===== config.mk =====
export PLATFORM = sky130hd
export DESIGN_NAME = positional_list_engine_flat
export DESIGN_NICKNAME = d
export VERILOG_FILES = /design/src/sv/ple_pkg.sv /design/src/sv/ple_intf.sv /design/src/sv/positional_list_engine.sv /design/src/flat_wrapper.sv
export SDC_FILE = /design/constraint.sdc
export NUM_CORES = 2
export LEC_CHECK = 0
export BUFFER_PORTS_ARGS = -buffer_cell sky130_fd_sc_hd__buf_4
export CORE_MARGIN = 4
export CORE_UTILIZATION = 35
export DETAILED_ROUTE_END_ITERATION = 8
export GPL_ROUTABILITY_DRIVEN = 0
export MAX_ROUTING_LAYER = met4
export PLACE_DENSITY = 0.58
export SKIP_CTS_REPAIR_TIMING = 1
export SLEW_MARGIN = 20
export SYNTH_ARGS = -nofsm -noshare
export SYNTH_HDL_FRONTEND = slang
export SYNTH_SLANG_ARGS = --single-unit

===== constraint.sdc =====
create_clock -name clk_i -period 10 [get_ports clk_i]
set_input_delay 0.5 -clock clk_i [delete_from_list [all_inputs] [get_ports clk_i]]
set_output_delay 0.5 -clock clk_i [all_outputs]
set_load 0.02 [all_outputs]

===== src/sv/ple_pkg.sv =====
package ple_pkg;

  // Default depth of the element store.
  localparam int unsigned CAPACITY_DEF = 64;

  // Fixed field widths of the command and result words.
  localparam int unsigned DataW   = 32;
  localparam int unsigned CmdW    = 3;
  localparam int unsigned PosW    = 7;
  localparam int unsigned StatusW = 2;
  localparam int unsigned LenW    = 7;

  typedef enum logic [CmdW-1:0] {
    CMD_INSERT,
    CMD_DELETE,
    CMD_GET,
    CMD_LOCATE,
    CMD_PRED,
    CMD_SUCC,
    CMD_CLEAR
  } cmd_e;

  typedef enum logic [StatusW-1:0] {
    ST_OK,
    ST_RANGE,
    ST_FULL,
    ST_NOTFOUND
  } status_e;

  // Microprogram step addresses.
  typedef enum logic [4:0] {
    S_IDLE,
    S_FIN,
    S_INS_CHK,
    S_INS_FULL,
    S_INS_SHF0,
    S_INS_SHF,
    S_INS_PUT,
    S_DEL_CHK,
    S_DEL_RD,
    S_DEL_CAP,
    S_DEL_SHF,
    S_DEL_DEC,
    S_GET_CHK,
    S_GET_RD,
    S_GET_CAP,
    S_LOC_FIRST,
    S_LOC_LOOP,
    S_PRE_FIRST,
    S_PRE_LOOP,
    S_SUC_FIRST,
    S_SUC_LOOP,
    S_SUC_CAP,
    S_CLR
  } step_e;

  // Branch conditions tested by a step.
  typedef enum logic [3:0] {
    C_NEVER,
    C_ALWAYS,
    C_INS_BAD,
    C_FULL,
    C_POS_BAD,
    C_K_AT_POS,
    C_K_END,
    C_K1_END,
    C_HIT,
    C_EQ_NFIRST,
    C_EQ_NLAST,
    C_EQ_OR_END
  } cond_e;

  typedef enum logic [1:0] {RD_NONE, RD_K, RD_KM1, RD_KP1} rd_e;
  typedef enum logic [1:0] {WR_NONE, WR_KP1, WR_KM1, WR_POS} wr_e;
  typedef enum logic [2:0] {K_HOLD, K_COUNT, K_POSM1, K_INC, K_DEC} kop_e;
  typedef enum logic [1:0] {CN_HOLD, CN_INC, CN_DEC, CN_ZERO} cnt_e;
  typedef enum logic [1:0] {VO_HOLD, VO_RD, VO_PREV} vo_e;

  // One control word of the microprogram.
  typedef struct packed {
    logic    idle;
    logic    emit;
    cond_e   cond_t;
    cond_e   cond_x;
    step_e   tgt_t;
    step_e   tgt_f;
    logic    st_en;
    status_e st;
    rd_e     rd;
    wr_e     wr;
    kop_e    kop;
    cnt_e    cnt;
    vo_e     vo;
    logic    fp_en;
  } ctrl_t;

  // The microprogram ROM. Memory access, index, count and value updates happen
  // on every visit of a step; the status code is written only when the branch
  // condition is taken.
  function automatic ctrl_t ucode(input step_e s);
    ctrl_t c;
    c = '0;
    case (s)
      S_IDLE: c.idle = 1'b1;
      S_FIN:  c.emit = 1'b1;
      S_INS_CHK: begin
        c.cond_t = C_INS_BAD; c.st_en = 1'b1; c.st = ST_RANGE;
        c.tgt_t  = S_FIN;     c.tgt_f = S_INS_FULL;
      end
      S_INS_FULL: begin
        c.cond_t = C_FULL; c.st_en = 1'b1; c.st = ST_FULL;
        c.tgt_t  = S_FIN;  c.tgt_f = S_INS_SHF0; c.kop = K_COUNT;
      end
      S_INS_SHF0: begin
        c.cond_t = C_K_AT_POS; c.tgt_t = S_INS_PUT; c.tgt_f = S_INS_SHF;
        c.rd     = RD_KM1;     c.kop   = K_DEC;
      end
      S_INS_SHF: begin
        c.wr     = WR_KP1;
        c.cond_t = C_K_AT_POS; c.tgt_t = S_INS_PUT; c.tgt_f = S_INS_SHF;
        c.rd     = RD_KM1;     c.kop   = K_DEC;
      end
      S_INS_PUT: begin
        c.wr = WR_POS; c.cnt = CN_INC; c.cond_t = C_ALWAYS; c.tgt_t = S_FIN;
      end
      S_DEL_CHK: begin
        c.cond_t = C_POS_BAD; c.st_en = 1'b1; c.st = ST_RANGE;
        c.tgt_t  = S_FIN;     c.tgt_f = S_DEL_RD; c.kop = K_POSM1;
      end
      S_DEL_RD: begin
        c.rd = RD_K; c.kop = K_INC; c.cond_t = C_ALWAYS; c.tgt_t = S_DEL_CAP;
      end
      S_DEL_CAP: begin
        c.vo     = VO_RD;   c.rd    = RD_K;
        c.cond_t = C_K_END; c.tgt_t = S_DEL_DEC; c.tgt_f = S_DEL_SHF;
      end
      S_DEL_SHF: begin
        c.wr     = WR_KM1;   c.rd    = RD_KP1;    c.kop   = K_INC;
        c.cond_t = C_K1_END; c.tgt_t = S_DEL_DEC; c.tgt_f = S_DEL_SHF;
      end
      S_DEL_DEC: begin
        c.cnt = CN_DEC; c.cond_t = C_ALWAYS; c.tgt_t = S_FIN;
      end
      S_GET_CHK: begin
        c.cond_t = C_POS_BAD; c.st_en = 1'b1; c.st = ST_RANGE;
        c.tgt_t  = S_FIN;     c.tgt_f = S_GET_RD; c.kop = K_POSM1;
      end
      S_GET_RD: begin
        c.rd = RD_K; c.cond_t = C_ALWAYS; c.tgt_t = S_GET_CAP;
      end
      S_GET_CAP: begin
        c.vo = VO_RD; c.cond_t = C_ALWAYS; c.tgt_t = S_FIN;
      end
      S_LOC_FIRST: begin
        c.cond_x = C_K_END; c.rd = RD_K; c.kop = K_INC; c.tgt_f = S_LOC_LOOP;
      end
      S_LOC_LOOP: begin
        c.fp_en  = 1'b1;
        c.cond_t = C_HIT;   c.st_en = 1'b1; c.st = ST_OK; c.tgt_t = S_FIN;
        c.cond_x = C_K_END; c.rd = RD_K; c.kop = K_INC; c.tgt_f = S_LOC_LOOP;
      end
      S_PRE_FIRST: begin
        c.cond_x = C_K_END; c.rd = RD_K; c.kop = K_INC; c.tgt_f = S_PRE_LOOP;
      end
      S_PRE_LOOP: begin
        c.vo     = VO_PREV;
        c.cond_t = C_EQ_NFIRST; c.st_en = 1'b1; c.st = ST_OK; c.tgt_t = S_FIN;
        c.cond_x = C_EQ_OR_END; c.rd = RD_K; c.kop = K_INC; c.tgt_f = S_PRE_LOOP;
      end
      S_SUC_FIRST: begin
        c.cond_x = C_K_END; c.rd = RD_K; c.kop = K_INC; c.tgt_f = S_SUC_LOOP;
      end
      S_SUC_LOOP: begin
        c.cond_t = C_EQ_NLAST; c.st_en = 1'b1; c.st = ST_OK; c.tgt_t = S_SUC_CAP;
        c.cond_x = C_EQ_OR_END; c.rd = RD_K; c.kop = K_INC; c.tgt_f = S_SUC_LOOP;
      end
      S_SUC_CAP: begin
        c.vo = VO_RD; c.cond_t = C_ALWAYS; c.tgt_t = S_FIN;
      end
      S_CLR: begin
        c.cnt = CN_ZERO; c.cond_t = C_ALWAYS; c.tgt_t = S_FIN;
      end
      default: c.tgt_f = S_IDLE;
    endcase
    return c;
  endfunction

  // Entry point of the microprogram for each command.
  function automatic step_e entry_step(input cmd_e c);
    step_e s;
    case (c)
      CMD_INSERT: s = S_INS_CHK;
      CMD_DELETE: s = S_DEL_CHK;
      CMD_GET:    s = S_GET_CHK;
      CMD_LOCATE: s = S_LOC_FIRST;
      CMD_PRED:   s = S_PRE_FIRST;
      CMD_SUCC:   s = S_SUC_FIRST;
      CMD_CLEAR:  s = S_CLR;
      default:    s = S_FIN;
    endcase
    return s;
  endfunction

  // Searches start pessimistic and are marked good on a hit.
  function automatic status_e init_status(input cmd_e c);
    status_e st;
    st = ST_OK;
    if (c inside {CMD_LOCATE, CMD_PRED, CMD_SUCC}) begin
      st = ST_NOTFOUND;
    end
    return st;
  endfunction

endpackage


===== src/sv/ple_intf.sv =====
interface ple_cmd_if import ple_pkg::*; ();
  logic                    valid;
  logic                    ready;
  logic [CmdW-1:0]         command;
  logic [PosW-1:0]         position;
  logic signed [DataW-1:0] value_in;

  modport source (output valid, command, position, value_in, input ready);
  modport sink (input valid, command, position, value_in, output ready);
endinterface

interface ple_res_if import ple_pkg::*; ();
  logic                    valid;
  logic                    ready;
  logic [StatusW-1:0]      status;
  logic signed [DataW-1:0] value_out;
  logic [PosW-1:0]         found_position;
  logic [LenW-1:0]         list_length;
  logic                    is_empty;

  modport source (output valid, status, value_out, found_position, list_length, is_empty,
                  input ready);
  modport sink (input valid, status, value_out, found_position, list_length, is_empty,
                output ready);
endinterface

interface ple_cfg_if;
  logic valid;
  logic ready;
  logic locate_mode;

  modport source (output valid, locate_mode, input ready);
  modport sink (input valid, locate_mode, output ready);
endinterface


===== src/sv/positional_list_engine.sv =====
// Positional list engine: an ordered list of signed 32-bit values kept in a
// single-port-write, registered-read store of CAPACITY entries. Each command
// word on cmd_i (insert, delete, get, locate, predecessor, successor, clear)
// yields exactly one result word on res_o carrying status, value, found
// position, new length and an empty flag; value and found position read zero
// whenever status is not ok. One command is processed at a time, and the next
// one is taken as soon as the previous result sits in the output register,
// even if the consumer has not yet taken it. The store is walked one entry
// per cycle. The locate rule (equal to, or greater than the key) comes from
// the one-bit cfg_i register, which resets to greater-than and should only
// be written while no command is in flight.
module positional_list_engine import ple_pkg::*; #(
  parameter int unsigned CAPACITY = CAPACITY_DEF
) (
  input  logic   clk_i,
  input  logic   rst_ni,
  ple_cmd_if.sink   cmd_i,
  ple_res_if.source res_o,
  ple_cfg_if.sink   cfg_i
);

  localparam int unsigned AddrW = $clog2(CAPACITY);
  localparam int unsigned CntW  = $clog2(CAPACITY + 1);
  localparam int unsigned CmpW  = ((CntW > PosW) ? CntW : PosW) + 1;

  // Sequencer state and the current control word.
  step_e step_q, step_d;
  ctrl_t ctl;

  // Datapath registers.
  logic [CntW-1:0]  count_q, count_d;
  logic [CntW-1:0]  k_q, k_d;
  logic [CntW-1:0]  fpos_q, fpos_d;
  logic [PosW-1:0]  pos_q, pos_d;
  logic [DataW-1:0] val_q, val_d;
  logic [DataW-1:0] vout_q, vout_d;
  logic [DataW-1:0] prev_q;
  logic [DataW-1:0] rdata_q;
  status_e          status_q, status_d;
  logic             mode_q;

  // Element store.
  logic [DataW-1:0] mem_q [CAPACITY];
  logic             mem_we, mem_re;
  logic [AddrW-1:0] mem_wa, mem_ra;
  logic [DataW-1:0] mem_wd;

  // Output register.
  logic             res_valid_q, res_valid_d;
  status_e          res_status_q, res_status_d;
  logic [DataW-1:0] res_value_q, res_value_d;
  logic [PosW-1:0]  res_fpos_q, res_fpos_d;
  logic [LenW-1:0]  res_len_q, res_len_d;
  logic             res_empty_q, res_empty_d;

  // Condition evaluation.
  logic [15:0]      cond_vec;
  logic             taken, leave, eq, accept;
  logic [CmpW-1:0]  pos_x, cnt_x, k_x;
  logic [CntW-1:0]  k_m1, k_p1, pos_m1;

  assign ctl    = ucode(step_q);
  assign accept = cmd_i.valid && cmd_i.ready;

  // Commands are taken only when the sequencer rests at its idle step.
  assign cmd_i.ready = ctl.idle;
  assign cfg_i.ready = 1'b1;

  assign res_o.valid          = res_valid_q;
  assign res_o.status         = res_status_q;
  assign res_o.value_out      = res_value_q;
  assign res_o.found_position = res_fpos_q;
  assign res_o.list_length    = res_len_q;
  assign res_o.is_empty       = res_empty_q;

  assign pos_x  = CmpW'(pos_q);
  assign cnt_x  = CmpW'(count_q);
  assign k_x    = CmpW'(k_q);
  assign k_m1   = k_q - CntW'(1);
  assign k_p1   = k_q + CntW'(1);
  assign pos_m1 = CntW'(pos_q - PosW'(1));
  assign eq     = (rdata_q == val_q);

  // All branch conditions are computed in parallel; the control word picks
  // one as the taken condition and one as the early exit.
  always_comb begin
    cond_vec              = '0;
    cond_vec[C_ALWAYS]    = 1'b1;
    cond_vec[C_INS_BAD]   = (pos_x == '0) || (pos_x > cnt_x + CmpW'(1));
    cond_vec[C_FULL]      = (count_q == CntW'(CAPACITY));
    cond_vec[C_POS_BAD]   = (pos_x == '0) || (pos_x > cnt_x);
    cond_vec[C_K_AT_POS]  = (k_x + CmpW'(1) == pos_x);
    cond_vec[C_K_END]     = (k_q == count_q);
    cond_vec[C_K1_END]    = (k_p1 == count_q);
    cond_vec[C_HIT]       = mode_q ? ($signed(rdata_q) > $signed(val_q)) : eq;
    cond_vec[C_EQ_NFIRST] = eq && (k_q != CntW'(1));
    cond_vec[C_EQ_NLAST]  = eq && (k_q != count_q);
    cond_vec[C_EQ_OR_END] = eq || (k_q == count_q);
  end

  assign taken = cond_vec[ctl.cond_t];
  assign leave = cond_vec[ctl.cond_x];

  // Next-state logic: the idle step dispatches a command, the final step
  // loads the output register, and every other step executes its control
  // word and branches.
  always_comb begin
    step_d       = step_q;
    k_d          = k_q;
    count_d      = count_q;
    pos_d        = pos_q;
    val_d        = val_q;
    vout_d       = vout_q;
    fpos_d       = fpos_q;
    status_d     = status_q;
    res_valid_d  = res_valid_q && !res_o.ready;
    res_status_d = res_status_q;
    res_value_d  = res_value_q;
    res_fpos_d   = res_fpos_q;
    res_len_d    = res_len_q;
    res_empty_d  = res_empty_q;
    mem_we       = 1'b0;
    mem_re       = 1'b0;
    mem_wa       = '0;
    mem_ra       = '0;
    mem_wd       = rdata_q;

    if (ctl.idle) begin
      if (accept) begin
        pos_d    = cmd_i.position;
        val_d    = cmd_i.value_in;
        k_d      = '0;
        vout_d   = '0;
        fpos_d   = '0;
        status_d = init_status(cmd_e'(cmd_i.command));
        step_d   = entry_step(cmd_e'(cmd_i.command));
      end
    end else if (ctl.emit) begin
      // Wait here only while an older result is still unclaimed.
      if (!res_valid_q || res_o.ready) begin
        res_valid_d  = 1'b1;
        res_status_d = status_q;
        res_value_d  = (status_q == ST_OK) ? vout_q : '0;
        res_fpos_d   = (status_q == ST_OK) ? PosW'(fpos_q) : '0;
        res_len_d    = LenW'(count_q);
        res_empty_d  = (count_q == '0);
        step_d       = S_IDLE;
      end
    end else begin
      case (ctl.rd)
        RD_K: begin
          mem_re = 1'b1;
          mem_ra = k_q[AddrW-1:0];
        end
        RD_KM1: begin
          mem_re = 1'b1;
          mem_ra = k_m1[AddrW-1:0];
        end
        RD_KP1: begin
          mem_re = 1'b1;
          mem_ra = k_p1[AddrW-1:0];
        end
        default: ;
      endcase

      // Shifts write the word read on the previous cycle one slot away.
      case (ctl.wr)
        WR_KP1: begin
          mem_we = 1'b1;
          mem_wa = k_p1[AddrW-1:0];
        end
        WR_KM1: begin
          mem_we = 1'b1;
          mem_wa = k_m1[AddrW-1:0];
        end
        WR_POS: begin
          mem_we = 1'b1;
          mem_wa = pos_m1[AddrW-1:0];
          mem_wd = val_q;
        end
        default: ;
      endcase

      case (ctl.kop)
        K_COUNT: k_d = count_q;
        K_POSM1: k_d = pos_m1;
        K_INC:   k_d = k_p1;
        K_DEC:   k_d = k_m1;
        default: ;
      endcase

      case (ctl.cnt)
        CN_INC:  count_d = count_q + CntW'(1);
        CN_DEC:  count_d = count_q - CntW'(1);
        CN_ZERO: count_d = '0;
        default: ;
      endcase

      case (ctl.vo)
        VO_RD:   vout_d = rdata_q;
        VO_PREV: vout_d = prev_q;
        default: ;
      endcase

      // During a locate walk the index already points one past the entry
      // under test, which is exactly its 1-based position.
      if (ctl.fp_en) begin
        fpos_d = k_q;
      end

      if (taken) begin
        if (ctl.st_en) begin
          status_d = ctl.st;
        end
        step_d = ctl.tgt_t;
      end else if (leave) begin
        step_d = S_FIN;
      end else begin
        step_d = ctl.tgt_f;
      end
    end
  end

  always_ff @(posedge clk_i or negedge rst_ni) begin
    if (!rst_ni) begin
      step_q      <= S_IDLE;
      count_q     <= '0;
      res_valid_q <= 1'b0;
      mode_q      <= 1'b1;
    end else begin
      step_q      <= step_d;
      count_q     <= count_d;
      res_valid_q <= res_valid_d;
      if (cfg_i.valid && cfg_i.ready) begin
        mode_q <= cfg_i.locate_mode;
      end
    end
  end

  // The previous read word is kept so that a predecessor search can return
  // the entry ahead of its match without a second pass.
  always_ff @(posedge clk_i) begin
    k_q          <= k_d;
    pos_q        <= pos_d;
    val_q        <= val_d;
    vout_q       <= vout_d;
    fpos_q       <= fpos_d;
    status_q     <= status_d;
    prev_q       <= rdata_q;
    res_status_q <= res_status_d;
    res_value_q  <= res_value_d;
    res_fpos_q   <= res_fpos_d;
    res_len_q    <= res_len_d;
    res_empty_q  <= res_empty_d;
  end

  always_ff @(posedge clk_i) begin
    if (mem_we) begin
      mem_q[mem_wa] <= mem_wd;
    end
    if (mem_re) begin
      rdata_q <= mem_q[mem_ra];
    end
  end

  // The element count never passes the store depth.
  assert property (@(posedge clk_i) disable iff (!rst_ni)
    count_q <= CntW'(CAPACITY))
    else $error("element count exceeds capacity");

  // The count moves by at most one per cycle, or drops to zero on clear.
  assert property (@(posedge clk_i) disable iff (!rst_ni)
    (count_q == $past(count_q)) || (count_q == $past(count_q) + CntW'(1)) ||
    (count_q == $past(count_q) - CntW'(1)) || (count_q == '0))
    else $error("element count jumped");

  // A failed command never reports a value or a position.
  assert property (@(posedge clk_i) disable iff (!rst_ni)
    res_valid_q && (res_status_q != ST_OK) |->
      (res_value_q == '0) && (res_fpos_q == '0))
    else $error("error result carries data");

endmodule

===== src/flat_wrapper.sv =====
// flat-port wrapper written by rule: the top's interface ports become plain ports
module positional_list_engine_flat import ple_pkg::*;
#(
  parameter int unsigned CAPACITY = CAPACITY_DEF
)
  (clk_i, rst_ni, cmd_i_valid, cmd_i_command, cmd_i_position, cmd_i_value_in, cmd_i_ready, res_o_valid, res_o_status, res_o_value_out, res_o_found_position, res_o_list_length, res_o_is_empty, res_o_ready, cfg_i_valid, cfg_i_locate_mode, cfg_i_ready);
  ple_cmd_if cmd_i_i ();
  ple_res_if res_o_i ();
  ple_cfg_if cfg_i_i ();
  input  logic clk_i;
  input  logic rst_ni;
  input wire logic [$bits(cmd_i_i.valid)-1:0] cmd_i_valid;
  input wire logic [$bits(cmd_i_i.command)-1:0] cmd_i_command;
  input wire logic [$bits(cmd_i_i.position)-1:0] cmd_i_position;
  input wire logic [$bits(cmd_i_i.value_in)-1:0] cmd_i_value_in;
  output wire logic [$bits(cmd_i_i.ready)-1:0] cmd_i_ready;
  output wire logic [$bits(res_o_i.valid)-1:0] res_o_valid;
  output wire logic [$bits(res_o_i.status)-1:0] res_o_status;
  output wire logic [$bits(res_o_i.value_out)-1:0] res_o_value_out;
  output wire logic [$bits(res_o_i.found_position)-1:0] res_o_found_position;
  output wire logic [$bits(res_o_i.list_length)-1:0] res_o_list_length;
  output wire logic [$bits(res_o_i.is_empty)-1:0] res_o_is_empty;
  input wire logic [$bits(res_o_i.ready)-1:0] res_o_ready;
  input wire logic [$bits(cfg_i_i.valid)-1:0] cfg_i_valid;
  input wire logic [$bits(cfg_i_i.locate_mode)-1:0] cfg_i_locate_mode;
  output wire logic [$bits(cfg_i_i.ready)-1:0] cfg_i_ready;
  assign cmd_i_i.valid = cmd_i_valid;
  assign cmd_i_i.command = cmd_i_command;
  assign cmd_i_i.position = cmd_i_position;
  assign cmd_i_i.value_in = cmd_i_value_in;
  assign cmd_i_ready = cmd_i_i.ready;
  assign res_o_valid = res_o_i.valid;
  assign res_o_status = res_o_i.status;
  assign res_o_value_out = res_o_i.value_out;
  assign res_o_found_position = res_o_i.found_position;
  assign res_o_list_length = res_o_i.list_length;
  assign res_o_is_empty = res_o_i.is_empty;
  assign res_o_i.ready = res_o_ready;
  assign cfg_i_i.valid = cfg_i_valid;
  assign cfg_i_i.locate_mode = cfg_i_locate_mode;
  assign cfg_i_ready = cfg_i_i.ready;
  positional_list_engine #(.CAPACITY(CAPACITY)) u_core (.clk_i(clk_i), .rst_ni(rst_ni), .cmd_i(cmd_i_i), .res_o(res_o_i), .cfg_i(cfg_i_i));
endmodule

After elaboration in Yosys (flattened, before gate mapping) --
Memories as Yosys holds them, arrays and structs flattened. A register that Yosys moved wholly into a read port is not among the register bits. Cells that the tools add are included.
Storage, ports and cells: bits in registers 182, RAM bits 2048, bits of input ports 48, output and inout port bits 52, word-level logic and storage cells 194, memories kept 1
Memory list:
- u_core.mem_q | words 64, width 32, read ports 1, clocked after Yosys merged registers in 1, write ports 1, RTL line positional_list_engine.sv:43 | logic [DataW-1:0] mem_q [CAPACITY];
Operators by class: add/subtract/negate cells 7, magnitude comparators 5, eq/ne operators 53, mux-type cells 63, bitwise operators 2, reduce and logical (&&, ||, !) cells 47
Operator list (count):
- 32-bit 2-to-1 mux | 6
- 32-bit case mux with 2 select lines | 1
- 5-bit case mux with 9 select lines | 1
- 7-bit 2-to-1 mux | 6
- 5-bit by 4-bit equality test with 1-bit output (second input constant) | 8
- 4-bit case mux with 10 select lines | 1
- 6-bit case mux with 3 select lines | 2
- 5-bit equality test (second input constant) | 7
- 5-bit case mux with 7 select lines | 1
- 32-bit equality test | 1
- 32-bit > comparator | 1
- 5-bit 2-to-1 mux | 6
- 5-bit case mux with 6 select lines | 1
- 7-bit case mux with 4 select lines | 1
- 6-bit 2-to-1 mux | 4
- 7-bit case mux with 3 select lines | 1
- 7-bit by 1-bit subtractor with 7-bit output (second input constant) | 3
- 5-bit by 3-bit equality test with 1-bit output (second input constant) | 4
- 2-bit case mux with 3 select lines | 3
- 1-bit 2-to-1 mux | 17
- 7-bit by 1-bit adder with 8-bit output (second input constant) | 2
- 3-bit AND reduction | 5
- 3-bit OR reduction | 5
- 7-bit by 1-bit adder with 7-bit output (second input constant) | 2
- 44 further kinds | 88

Logic depth before layout (Yosys ltp) --
depth after elaboration 9, mapped depth 18, depth with buffers taken out 14

Least setup slack after synthesis --
No wires, ideal clock.
kind register to register, from register u_core.step_q[4], to memory u_core.mem_q[0][31] (data pin), setup time 702 ps, arrival time 4112 ps, data required time 9298 ps, path slack 5186 ps, stages on the path, launching flop included 8, buffers on the path 4, clock period less this slack 4814 ps, cells stage by stage dfrtp_1 > buf_2 > buf_1 > nor2_1 > nand3_1 > clkbuf_1 > clkbuf_1 > o21ai_0
Between the ends: cells in the longest elaborated chain, start to end 6, elaborated cells on any way between the ends 12, classes of those cells 5 x eq/ne; 6 x mux; 1 x reduce/logical
Ends and longest elaborated chain:
- start: declaration | RTL line positional_list_engine.sv:27 | step_e step_q, step_d;
- start signal: assignment | RTL line positional_list_engine.sv:231 | step_q <= step_d;
- 5-bit by 4-bit equality test with 1-bit output / 5-bit by 3-bit equality test with 1-bit output (equally long branches) | RTL line ple_pkg.sv:103 | case (s)
- 2-bit case mux with 3 select lines | RTL line ple_pkg.sv:103
- 2-bit equality test | RTL line positional_list_engine.sv:167 | case (ctl.wr)
- 32-bit 2-to-1 mux | RTL line positional_list_engine.sv:167
- 32-bit 2-to-1 mux | RTL line positional_list_engine.sv:138 | end else if (ctl.emit) begin
- 32-bit 2-to-1 mux * | RTL line positional_list_engine.sv:128 | if (ctl.idle) begin
- via u_core.mem_wd[31] | RTL line positional_list_engine.sv:46 | logic [DataW-1:0] mem_wd;
- end: declaration | RTL line positional_list_engine.sv:43
Mark *: on every way through the listed nets, which the timed path passes. The rest lies on a longest branch.

Final worst setup path --
from register u_core.k_q[0], to register u_core.rdata_q[20], read port of u_core.mem_q (data pin)
Between the ends: cells in the longest elaborated chain, start to end 4, elaborated cells on any way between the ends 5, classes of those cells 2 x add/sub; 3 x mux
Ends and longest elaborated chain:
- start: declaration | RTL line positional_list_engine.sv:32 | logic [CntW-1:0] k_q, k_d;
- start signal: assignment | RTL line positional_list_engine.sv:243 | k_q <= k_d;
- 7-bit by 1-bit adder with 7-bit output / 7-bit by 1-bit subtractor with 7-bit output (equally long branches) | RTL line positional_list_engine.sv:80, positional_list_engine.sv:79
- 6-bit case mux with 3 select lines * | RTL line positional_list_engine.sv:150 | case (ctl.rd)
- 6-bit 2-to-1 mux * | RTL line positional_list_engine.sv:138
- 6-bit 2-to-1 mux * | RTL line positional_list_engine.sv:128
- end: declaration | RTL line positional_list_engine.sv:38 | logic [DataW-1:0] rdata_q;
Mark *: on every way between the ends. The rest lies on a longest branch, timed or not. A chain may end at the register's enable or synchronous reset.

==> results.sh <==
export IMPL_outcome="completed"
export IMPL_syn_nets=7206
export IMPL_antenna_left=0
export IMPL_routedWlPerCell_um=26.27
export IMPL_period_share_pct=57.85
export IMPL_synth_ff_type="edfxtp_1"
export IMPL_ys_ff_latch=2262
export IMPL_worst_clock_skew_ns=0.06431
export IMPL_synth_avg_cell_area_um2=13.00
export IMPL_critPathKind="reg2reg"
export IMPL_critical_path_required_ns=10.73
export IMPL_r2r_slack_ns=4.22
export IMPL_num_vias=60750
export IMPL_grt_use_total_pct=20.87
export IMPL_drcViolationCount=0
export IMPL_max_vdd_ir_drop_mv=0.2627
export IMPL_cts_buffers=228
export IMPL_synth_compound_area_share_pct=6.004
export IMPL_cp_cell_sequence="inv_1, ha_1, or4bb_1, o32a_1, and2_4, buf_4, buf_4, nand2_1, and3_1, a311oi_1, a31oi_1, a22oi_1, and4_1"
export IMPL_synth_area_um2=92300
export IMPL_p_per_area_nw_per_um2=330.5
export IMPL_worst_path_max_fanout=61
export IMPL_slew_headroom_pct=15.87
export IMPL_drt_wl_total_um=286400
export IMPL_avgViaCountPerCell=5.574
export IMPL_fp_dieW_um=521.5
export IMPL_synth_top_family_by_area="simple AND/OR/NAND/NOR gates"
export IMPL_pin_count=100
export IMPL_tns_ns=0
export IMPL_grt_start_max_net_pins=164
export IMPL_stdcell_count=10900
export IMPL_reg2reg_depth=13
export IMPL_synth_xor_area_share_pct=0.3321
export IMPL_worst_path_most_repeated_cell="buf_4"
export IMPL_synthSimpleGateAreaFrac_pct=15.48
export IMPL_drive_above_1_share_pct=9.658
export IMPL_crit_path_end_kind="register"
export IMPL_grt_pass1_wl_um=406500
export IMPL_cts_tree="built"
export IMPL_ys_seq_area_share_pct=73.17
export IMPL_clock_latency_ns=0.88
export IMPL_synthAdderAreaFrac_pct=0.8079
export IMPL_htreeDepth=4
export IMPL_yosys_mux_area_fraction_pct=1.643
export IMPL_synth_warnings=0
export IMPL_syn_inst=7099
export IMPL_rr_endpoint="u_core.rdata_q[20]"
export IMPL_synth_cell_types=89
export IMPL_antenna_found_initial=16
export IMPL_slew_violations=0
export IMPL_synth_area_leaders="edfxtp_1, nand2_1, nand3_1"
export IMPL_fin_nets=7282
export IMPL_area_growth_pct=14.03
export IMPL_row_count=188
export IMPL_power_leakage_uw=0.03581
export IMPL_numClockSinks=2262
export IMPL_hold_path_class="in2reg"
export IMPL_grt_overflow=0
export IMPL_path_clk_slew_ns=0.07
export IMPL_critical_path_startpoint="u_core.k_q[0]"
export IMPL_dp_hpwl_um=153200
export IMPL_dpl_cell_count=10420
export IMPL_cpPeakStageDelay_ns=0.79
export IMPL_port_buffers=98
export IMPL_worstMarginPinSlew_ns=1.256
export IMPL_worstPathArrival_ns=6.52
export IMPL_ctsLongestPathBuffers=3
export IMPL_finalHoldViolCount=0
export IMPL_fmax_ghz=0.1729
export IMPL_synth_edff_count=2216
export IMPL_floorplan_initialDensity_pct=35.16
export IMPL_first_pass_iters=6
export IMPL_dieArea_um2=272000
export IMPL_die_height_um=521.5
export IMPL_r2r_start="u_core.k_q[0]"
export IMPL_drtIter0Drc=8325
export IMPL_cts_root_buf="clkbuf_16"
export IMPL_grt_pass1_vias=55830
export IMPL_startpoint_type="register"
export IMPL_drv_cap=0
export IMPL_ys_async_sr_fraction_pct=0.6189
export IMPL_rsz0062_at_grt="false"
export IMPL_yosys_area_top_type_share_pct=72.10
export IMPL_endpoint="u_core.rdata_q[20]"
export IMPL_min_period_ns=5.785
export IMPL_fillCellCount=24180
export IMPL_yosysTopAreaCell="edfxtp_1"
export IMPL_cpMaxStageDelayCell="edfxtp_1"
export IMPL_coreArea_um2=262500
export IMPL_setup_violations=0
-- critical path, delay by kind of cell (launching register included) --
family,cells,cell delay [ns]
flops,1,0.79
compound gates,4,1.38
simple gates,5,1.53
buf+inv,3,1.39
fa+ha+maj,1,0.47
-- cells by family after synthesis --
logic type      after synthesis
fa+ha+maj                    59
flops                      2262
mux                         151
other cells                   1
buf+inv                     509
simple gates               3296
xor+xnor                     35
compound gates              786
-- cells in the mapped netlist (53+ instances only) --
master and instances:
buf_2 247, a31oi_1 190, mux2i_1 147, nand3_1 683, and3_1 201, clkbuf_1 139
ha_1 58, edfxtp_1 2216, nor2_1 187, inv_1 53, o21ai_0 83, a311oi_1 152
nand2_1 2039, a21oi_1 88
-- layer usage --
metal / share of wire [%] / track usage (%) / vias to the layer above
met4: 3.9 / 7.640 / 0
met2: 46 / 31.81 / 3248
met5: 0 / - / -
met1: 41 / 28.46 / 30610
li1: - / - / 26400
met3: 9.6 / 3.084 / 498
-- sequential cells by signal, indices dropped and copies added (netlist names), 32 cells and up --
| name | cells |
|---|---|
| u_core.val_q | 32 |
| u_core.prev_q | 32 |
| u_core.rdata_q | 32 |
| u_core.vout_q | 32 |
| u_core.mem_q | 2048 |
| u_core.res_o.value_out | 32 |
-- how the worst min path moves through the flow --
| stage | startpoint | to | slack, ns | cells past startpoint |
|---|---|---|---|---|
| 6_report | cmd_i_command[2] | u_core.step_q[4] | 0.02 | 3 |
| 2_1_floorplan | rst_ni | u_core.count_q[0] | 0.20 | 0 |
| 5_1_grt | cmd_i_command[2] | u_core.step_q[4] | 0.03 | 3 |
| 3_3_place_gp | rst_ni | u_core.res_o.valid | 0.37 | 1 |
| 4_1_cts | rst_ni | u_core.step_q[1] | -0.52 | 1 |
| 3_5_place_dp | rst_ni | u_core.res_o.valid | 0.38 | 1 |
-- power by group --
part           total [uW]  switching (uW)  internal, uW  leakage (uW)
Sequential          13300             518         12800        0.0205
Combinational       13300            9930          3340        0.0119
Clock                8210            3650          4560       0.00345
Total               34800           14100         20700        0.0358
-- final cells by class --
class	count	area, um2	area share, %
tap	3515	4398	4.179
sequential	2262	67540	64.17
inverter	54	202.7	0.1926
multi-input combinational	4328	23380	22.21
antenna	22	55.05	0.05231
timing repair buffer	301	2567	2.439
clock inverter	134	1142	1.085
clock buffer	283	5964	5.667
-- through the flow --
step                      instance area (um2)  setup slack (ns)  hold slack [ns]  util, %  total power (uW)
after floorplan                         92300             5.186           0.2044        -             21330
after global placement                  97630             4.203           0.3725    37.19             26350
after detailed placement                97640             4.232           0.3787    37.20             26520
after CTS                              104800             4.259          -0.5240    39.90             34700
after global routing                   105200             4.012          0.03342    40.09             36150
final                                  105200             4.215          0.02424    40.09             34780
-- layout by cell type (no fill, tap or decap), types with 67 or more instances in the layout --
cell          n
a21oi_1      88
clkbuf_16   230
nand2_1    2037
nor2_4       67
buf_4       242
mux2i_1     147
edfxtp_1   2216
nor2_1      116
a31oi_1     190
and3_1      200
a311oi_1    152
nand3_1     682
(Power assumes the default switching activity.)
